$ cat src/design/fqd_pkg.sv
// Shared types and constants for the queue with delete-by-value.
package fqd_pkg;

  localparam int unsigned FUNC_W = 2;
  localparam int unsigned VAL_W  = 32;
  localparam int unsigned OCC_W  = 5;

  typedef enum logic [FUNC_W-1:0] {
    OP_ENQ = 2'd0,
    OP_DEQ = 2'd1,
    OP_DEL = 2'd2
  } op_e;

  // Per-cycle command broadcast along the cell row
  typedef struct packed {
    logic enq;  // write the tail cell
    logic deq;  // every cell takes its right neighbour
    logic del;  // cells at or after the first match take their right neighbour
  } cell_ctl_t;

endpackage

$ cat src/design/fqd_if.sv
// Request and response channel interfaces.
interface fqd_req_if;
  logic                       valid;
  logic                       ready;
  logic [fqd_pkg::FUNC_W-1:0] func;
  logic [fqd_pkg::VAL_W-1:0]  value;

  modport source (output valid, output func, output value, input ready);
  modport sink   (input valid, input func, input value, output ready);
endinterface

interface fqd_rsp_if;
  logic                      valid;
  logic                      ready;
  logic                      status;
  logic [fqd_pkg::VAL_W-1:0] taken_value;
  logic [fqd_pkg::OCC_W-1:0] occupancy;

  modport source (output valid, output status, output taken_value, output occupancy,
                  input ready);
  modport sink   (input valid, input status, input taken_value, input occupancy,
                  output ready);
endinterface

$ cat src/design/fqd_cell.sv
// One storage cell of the queue: holds a tag, compares, shifts towards the head.
module fqd_cell #(
  parameter int unsigned TAG_W = 32
) (
  input  logic               clk_i,
  input  fqd_pkg::cell_ctl_t ctl_i,
  input  logic [TAG_W-1:0]   tag_i,
  input  logic               occ_i,     // cell holds a live entry
  input  logic               tail_i,    // first free position
  input  logic               found_i,   // match seen nearer the head
  input  logic [TAG_W-1:0]   next_i,    // right neighbour's entry
  output logic [TAG_W-1:0]   entry_o,
  output logic               found_o
);

  logic [TAG_W-1:0] entry_q;
  logic [TAG_W-1:0] entry_d;
  logic             match;
  logic             shift;

  assign match   = ctl_i.del && occ_i && (entry_q == tag_i);
  assign found_o = found_i || match;
  assign shift   = ctl_i.deq || (ctl_i.del && found_o);

  always_comb begin
    entry_d = entry_q;
    if (shift) begin
      entry_d = next_i;
    end else if (ctl_i.enq && tail_i) begin
      entry_d = tag_i;
    end
  end

  always_ff @(posedge clk_i) begin
    entry_q <= entry_d;
  end

  assign entry_o = entry_q;

endmodule

$ cat src/design/fifo_queue_with_delete_top.sv
// Top level of the queue with enqueue, dequeue and delete-first-match.
//
//  channel | dir | fields                              | handshake
//  --------+-----+-------------------------------------+------------
//  req_i   | in  | func[1:0], value[31:0]              | valid/ready
//  rsp_o   | out | status, taken_value[31:0], occ[4:0] | valid/ready
//
// One request per cycle: a request is resolved across the cell row in the
// cycle it is taken, and its response word sits in the output register
// from the next cycle. The delete search ripples through DEPTH cells.
// Reset clears the occupancy count and the output valid; cell contents
// are left as they are and only read below the count.
// A stalled response holds req_i.ready low until the word is taken.
module fifo_queue_with_delete_top #(
  parameter int unsigned DEPTH       = 16,
  parameter int unsigned VALUE_WIDTH = 32
) (
  input  logic      clk_i,
  input  logic      rst_ni,
  fqd_req_if.sink   req_i,
  fqd_rsp_if.source rsp_o
);

  localparam int unsigned VW_OUT = fqd_pkg::VAL_W;
  localparam int unsigned OCC_OUT = fqd_pkg::OCC_W;
  // Tags are taken in their low VALUE_WIDTH bits, never wider than the port
  localparam int unsigned TAG_W = (VALUE_WIDTH < VW_OUT) ? VALUE_WIDTH : VW_OUT;
  localparam int unsigned CW = $clog2(DEPTH + 1);

  logic [CW-1:0]      count_q, count_d;
  logic               rsp_valid_q;
  logic               status_q, status_d;
  logic [VW_OUT-1:0]  taken_q, taken_d;
  logic [OCC_OUT-1:0] occ_q;

  logic               accept;
  logic [TAG_W-1:0]   tag;
  logic               tag_nz;
  logic               full;
  logic               empty;
  fqd_pkg::cell_ctl_t ctl;

  logic [TAG_W-1:0]   entry_w [DEPTH];
  logic [DEPTH:0]     found_w;

  // Output register frees up as soon as its word is taken
  assign req_i.ready = !rsp_valid_q || rsp_o.ready;
  assign accept      = req_i.valid && req_i.ready;

  assign tag    = TAG_W'(req_i.value);
  assign tag_nz = (tag != '0);
  assign full   = (count_q == CW'(DEPTH));
  assign empty  = (count_q == '0);

  // Decode into the command seen by every cell
  always_comb begin
    ctl = '0;
    if (accept) begin
      unique case (req_i.func)
        fqd_pkg::OP_ENQ: ctl.enq = tag_nz && !full;
        fqd_pkg::OP_DEQ: ctl.deq = !empty;
        fqd_pkg::OP_DEL: ctl.del = tag_nz;
        default:         ctl     = '0;
      endcase
    end
  end

  // Cell row; cell 0 is the head, the last cell refills from itself
  assign found_w[0] = 1'b0;

  for (genvar i = 0; i < DEPTH; i++) begin : g_cell
    logic [TAG_W-1:0] next;
    if (i == DEPTH - 1) begin : g_last
      assign next = entry_w[i];
    end else begin : g_mid
      assign next = entry_w[i+1];
    end

    fqd_cell #(
      .TAG_W(TAG_W)
    ) u_cell (
      .clk_i   (clk_i),
      .ctl_i   (ctl),
      .tag_i   (tag),
      .occ_i   (CW'(i) < count_q),
      .tail_i  (CW'(i) == count_q),
      .found_i (found_w[i]),
      .next_i  (next),
      .entry_o (entry_w[i]),
      .found_o (found_w[i+1])
    );
  end

  // Count update and response word
  always_comb begin
    count_d  = count_q;
    status_d = 1'b1;
    taken_d  = '0;
    if (ctl.enq) begin
      count_d  = count_q + CW'(1);
      status_d = 1'b0;
    end else if (ctl.deq) begin
      count_d  = count_q - CW'(1);
      status_d = 1'b0;
      taken_d  = VW_OUT'(entry_w[0]);
    end else if (ctl.del && found_w[DEPTH]) begin
      count_d  = count_q - CW'(1);
      status_d = 1'b0;
    end
  end

  always_ff @(posedge clk_i or negedge rst_ni) begin
    if (!rst_ni) begin
      count_q     <= '0;
      rsp_valid_q <= 1'b0;
    end else begin
      if (accept) begin
        count_q     <= count_d;
        rsp_valid_q <= 1'b1;
      end else if (rsp_o.ready) begin
        rsp_valid_q <= 1'b0;
      end
    end
  end

  always_ff @(posedge clk_i) begin
    if (accept) begin
      status_q <= status_d;
      taken_q  <= taken_d;
      occ_q    <= OCC_OUT'(count_d);
    end
  end

  assign rsp_o.valid       = rsp_valid_q;
  assign rsp_o.status      = status_q;
  assign rsp_o.taken_value = taken_q;
  assign rsp_o.occupancy   = occ_q;

  // Checks
  a_count_bound: assert property (@(posedge clk_i) disable iff (!rst_ni)
    count_q <= CW'(DEPTH))
    else $error("occupancy count beyond depth");

  a_err_no_value: assert property (@(posedge clk_i) disable iff (!rst_ni)
    rsp_valid_q && status_q |-> taken_q == '0)
    else $error("error response carries a value");

  a_occ_tracks: assert property (@(posedge clk_i) disable iff (!rst_ni)
    rsp_valid_q |-> occ_q == OCC_OUT'(count_q))
    else $error("reported occupancy differs from count");

  a_accept_resp: assert property (@(posedge clk_i) disable iff (!rst_ni)
    accept |=> rsp_valid_q)
    else $error("accepted request produced no response");

endmodule

$ cat src/flat_wrapper.sv
// flat-port wrapper written by rule: the top's interface ports become plain ports
module fifo_queue_with_delete_top_flat 
#(
  parameter int unsigned DEPTH       = 16,
  parameter int unsigned VALUE_WIDTH = 32
)
  (clk_i, rst_ni, req_i_valid, req_i_func, req_i_value, req_i_ready, rsp_o_valid, rsp_o_status, rsp_o_taken_value, rsp_o_occupancy, rsp_o_ready);
  fqd_req_if req_i_i ();
  fqd_rsp_if rsp_o_i ();
  input  logic clk_i;
  input  logic rst_ni;
  input wire logic [$bits(req_i_i.valid)-1:0] req_i_valid;
  input wire logic [$bits(req_i_i.func)-1:0] req_i_func;
  input wire logic [$bits(req_i_i.value)-1:0] req_i_value;
  output wire logic [$bits(req_i_i.ready)-1:0] req_i_ready;
  output wire logic [$bits(rsp_o_i.valid)-1:0] rsp_o_valid;
  output wire logic [$bits(rsp_o_i.status)-1:0] rsp_o_status;
  output wire logic [$bits(rsp_o_i.taken_value)-1:0] rsp_o_taken_value;
  output wire logic [$bits(rsp_o_i.occupancy)-1:0] rsp_o_occupancy;
  input wire logic [$bits(rsp_o_i.ready)-1:0] rsp_o_ready;
  assign req_i_i.valid = req_i_valid;
  assign req_i_i.func = req_i_func;
  assign req_i_i.value = req_i_value;
  assign req_i_ready = req_i_i.ready;
  assign rsp_o_valid = rsp_o_i.valid;
  assign rsp_o_status = rsp_o_i.status;
  assign rsp_o_taken_value = rsp_o_i.taken_value;
  assign rsp_o_occupancy = rsp_o_i.occupancy;
  assign rsp_o_i.ready = rsp_o_ready;
  fifo_queue_with_delete_top #(.DEPTH(DEPTH), .VALUE_WIDTH(VALUE_WIDTH)) u_core (.clk_i(clk_i), .rst_ni(rst_ni), .req_i(req_i_i), .rsp_o(rsp_o_i));
endmodule
$ cat config.mk
export PLATFORM = sky130hd
export DESIGN_NAME = fifo_queue_with_delete_top_flat
export DESIGN_NICKNAME = d
export VERILOG_FILES = /design/src/design/fqd_pkg.sv /design/src/design/fqd_if.sv /design/src/design/fqd_cell.sv /design/src/design/fifo_queue_with_delete_top.sv /design/src/flat_wrapper.sv
export SDC_FILE = /design/constraint.sdc
export NUM_CORES = 1
export LEC_CHECK = 0
export BUFFER_PORTS_ARGS = -buffer_cell sky130_fd_sc_hd__buf_2
export CORE_MARGIN = 2
export CORE_UTILIZATION = 50
export DETAILED_ROUTE_END_ITERATION = 16
export HOLD_SLACK_MARGIN = 0.05
export PLACE_DENSITY = 0.62
export SLEW_MARGIN = 20
export SYNTH_ARGS = -nofsm -noshare
export SYNTH_HDL_FRONTEND = slang
export SYNTH_SLANG_ARGS = --single-unit
$ cat constraint.sdc
create_clock -name clk_i -period 13.5 [get_ports clk_i]
set_input_delay 2.025 -clock clk_i [delete_from_list [all_inputs] [get_ports clk_i]]
set_output_delay 2.025 -clock clk_i [all_outputs]
set_load 0.1 [all_outputs]
==> flow_metrics.env <==
export IMPL_status="finished, final reports clean"
export IMPL_cts_resized=0
export IMPL_dieArea_mm2=0.0622
export IMPL_cp_data_arrival_time_ns=6.82
export IMPL_fp_coreArea_mm2=0.0592
export IMPL_comb_power_share=0.116
export IMPL_h_tree_depth=2
export IMPL_fin_crit_ns=6.53
export IMPL_rr_worst_depth=10
export IMPL_grt_use_total=0.272
export IMPL_clk_pin_slew_ns=0.06
export IMPL_internal_power_uw=3030
export IMPL_critPathKind="in -> reg"
export IMPL_synthDominantCellAreaShare=0.548
export IMPL_synth_edff_count=550
export IMPL_multiInputGateArea_mm2=0.0126
export IMPL_relSlewSlack=0.336
export IMPL_std_cell_rows=89
export IMPL_clock_sinks=556
export IMPL_grt_pass1_vias=18500
export IMPL_period_share=0.483
export IMPL_timing_final_ws_setup_ns=6.97
export IMPL_yosys_warnings=0
export IMPL_drc=0
export IMPL_fillers=4814
export IMPL_syn_cell_area_mm2=0.0301
export IMPL_worstPathCellList="buf_2 -> buf_4 -> xor2_1 -> nor4_1 -> nand4_1 -> a2111oi_2 -> o21ai_0 -> a32oi_4 -> buf_4 -> or3_2 -> o21bai_2 -> buf_4"
export IMPL_drt_total_wl_um=85100
export IMPL_cp_max_fo=38
export IMPL_chipWidth_um=249
export IMPL_viasPerCell=6.02
export IMPL_synth_compound_area_frac=0.0142
export IMPL_rsz0062_at_grt="false"
export IMPL_endpoint_kind="register"
export IMPL_portBuffers=77
export IMPL_cts_setup_buffers=0
export IMPL_place_congestion=0.898
export IMPL_syn2layout_area_growth_pct=9.84
export IMPL_vias=17900
export IMPL_syn_inst=2143
export IMPL_tritoncts="built"
export IMPL_min_delay_worst_endpoint="u_core.rsp_o.taken_value[17]"
export IMPL_final_max_slew_viol_count=0
export IMPL_avgSynthCellArea_um2=14.1
export IMPL_grt_start_max_net_pins=39
export IMPL_grt_pass1_wl_um=126000
export IMPL_n_antenna_cell=0
export IMPL_setup_violations=0
export IMPL_worstPathRequired_ns=13.79
export IMPL_synthTopCellsByCount="edfxtp_1, mux2_2, xor2_1"
export IMPL_final_cell_count_no_fill=2979
export IMPL_synth_ff_type="edfxtp_1"
export IMPL_tightest_slew_ns=0.994
export IMPL_synth_most_common_cell="edfxtp_1"
export IMPL_drive_gt1_frac=0.334
export IMPL_dp_hpwl_um=57300
export IMPL_synthMuxAreaShare=0.183
export IMPL_hold_ws_ns=0.571
export IMPL_clk_latency_ns=0.64
export IMPL_rrSetupSlack_ns=8.29
export IMPL_critPathSlowestCell="or3_2"
export IMPL_r2r_start="u_core.count_q[1]"
export IMPL_start_kind="primary input"
export IMPL_hold_violations=0
export IMPL_synth_nets=2186
export IMPL_p_sw_frac=0.257
export IMPL_place_inst=2871
export IMPL_hold_depth=1
export IMPL_crit_top_cell="buf_4"
export IMPL_total_power_uw=4080
export IMPL_synth_xor_area_frac=0.149
export IMPL_wl_per_cell_um=28.6
export IMPL_max_cap_viol_count=0
export IMPL_r2r_end="u_core.g_cell[11].u_cell.entry_o[15]"
export IMPL_initial_core_util=0.509
export IMPL_antenna_left=0
export IMPL_die_y_um=249
export IMPL_hold_start="u_core.g_cell[0].u_cell.entry_o[17]"
export IMPL_slowest_delay_ns=0.89
export IMPL_synth_top_area_cell="edfxtp_1"
export IMPL_synthArstFlopShare=0.0108
export IMPL_leakage_uw=0.0112
export IMPL_ir_worst_vdd_mv=0.101
export IMPL_seq_power_share=0.488
export IMPL_synth_seq_cells=556
export IMPL_synth_area_leaders="edfxtp_1, mux2_2, xor2_1"
export IMPL_synthSimpleGateAreaFrac=0.0668
export IMPL_seqCellArea_mm2=0.0167
export IMPL_cts_hold_buf=0
export IMPL_synth_fa_ha_area_frac=0.00208
export IMPL_cts_made_buffers=61
export IMPL_drt_first_pass_iters=5
export IMPL_clockBufferDepth=3
export IMPL_pre_cts_ws_ns=6.50
export IMPL_seq_area_frac_synth=0.553
export IMPL_antenna_found_initial=1
export IMPL_drtIter0Drc=1543
export IMPL_synthDistinctLibCells=61
export IMPL_p_per_area_mw_per_mm2=123
export IMPL_setup_tns_final_ns=0
export IMPL_clockRootBuffer="clkbuf_16"
export IMPL_timing_fmax_ghz=0.153
export IMPL_nets=2205
export IMPL_p_sw_uw=1050
export IMPL_io_pins=78
export IMPL_hold_path_class="reg -> reg"
export IMPL_synth_top_family_by_area="multiplexers"
export IMPL_fin_skew_ns=0.0184
export IMPL_grt_overflow=0
export IMPL_p_clk_frac=0.396
sequential cells by signal (all words and copies together) (netlist names):
register                      count
u_core.rsp_o.occupancy            5
u_core.g_cell.u_cell.entry_o    512
u_core.rsp_o.status               1
u_core.rsp_o.valid                1
u_core.rsp_o.taken_value         32
u_core.count_q                    5
per-layer routing:
metal | GRT usage | wire, um | up-vias
met5 | 0 | 0 | -
met4 | 0.0685 | 1970 | 0
met3 | 0.0461 | 4860 | 142
met2 | 0.445 | 40800 | 594
met1 | 0.377 | 37400 | 9224
li1 | - | - | 7974
cell usage in the layout (no fill, tap or decap), types with 4 or more instances in the layout:
cell	synthesis	final
or4_1	4	4
ha_1	5	5
nand2b_1	4	4
clkinv_1	0	6
xnor2_1	139	139
and2_1	33	33
or3_1	6	5
bufinv_16	0	4
nor3_1	16	16
buf_2	127	77
a221oi_1	4	4
o21ai_2	0	10
nor4_1	118	118
mux2_4	29	29
o21ai_0	19	9
nor2b_1	4	4
mux2_2	437	437
nor2_2	3	4
inv_1	8	8
o21bai_2	0	4
nand4_1	60	60
xor2_1	375	375
edfxtp_1	550	550
clkbuf_1	49	12
nand3_1	22	22
clkbuf_16	0	63
nand2_1	27	27
dfrtp_1	6	6
clkinv_2	0	16
buf_4	8	65
nor2_1	23	22
mux2_1	12	12
power by group through the flow:
| stage | registers (uW) | clock network [uW] | logic [uW] |
|---|---|---|---|
| after floorplan | 2050 | 0 | 295 |
| after global placement | 2030 | 0 | 458 |
| after detailed placement | 2030 | 0 | 462 |
| after CTS | 1990 | 1640 | 465 |
| after global routing | 1990 | 1710 | 497 |
| final | 1990 | 1620 | 472 |
per-stage QoR:
stage / cell area [um^2] / util
after floorplan: 30100 / -
after global placement: 31200 / 0.526
after CTS: 33100 / 0.558
final: 33100 / 0.559
after global routing: 33100 / 0.559
after detailed placement: 31200 / 0.526
final cells by class:
| class | instances | area share |
|---|---|---|
| clock inverter | 32 | 0.00821 |
| clock buffer | 75 | 0.0490 |
| inverter | 8 | 0.000908 |
| sequential | 556 | 0.504 |
| tap | 773 | 0.0292 |
| multi-input combinational | 1392 | 0.382 |
| timing repair buffer | 143 | 0.0272 |
logic make-up (layout without fill, tap and decap cells):
family | Yosys count | count (layout)
AO/OA/AOI/OAI | 56 | 56
XOR/XNOR | 514 | 514
adder cells (fa/ha/maj) | 5 | 5
buffers and inverters | 195 | 258
flip-flops | 556 | 556
multiplexers | 480 | 480
AND/OR/NAND/NOR | 337 | 337
worst max path at each step:
stage	from	end	cells after the start
floorplan	rsp_o_ready	u_core.g_cell[3].u_cell.entry_o[0]	6
global placement	req_i_value[0]	u_core.g_cell[11].u_cell.entry_o[17]	12
detailed placement	req_i_value[0]	u_core.g_cell[11].u_cell.entry_o[15]	12
CTS	req_i_value[0]	u_core.g_cell[11].u_cell.entry_o[21]	12
global route	req_i_value[0]	u_core.g_cell[11].u_cell.entry_o[21]	12
finish	req_i_value[0]	u_core.g_cell[11].u_cell.entry_o[15]	12
critical path: cells and delay by family:
family | cells | cell delay [ns]
buf+inv | 4 | 1.46
xor+xnor | 1 | 0.14
compound gates | 4 | 1.43
simple gates | 3 | 1.65
Power figures use the tool's default switching activity.
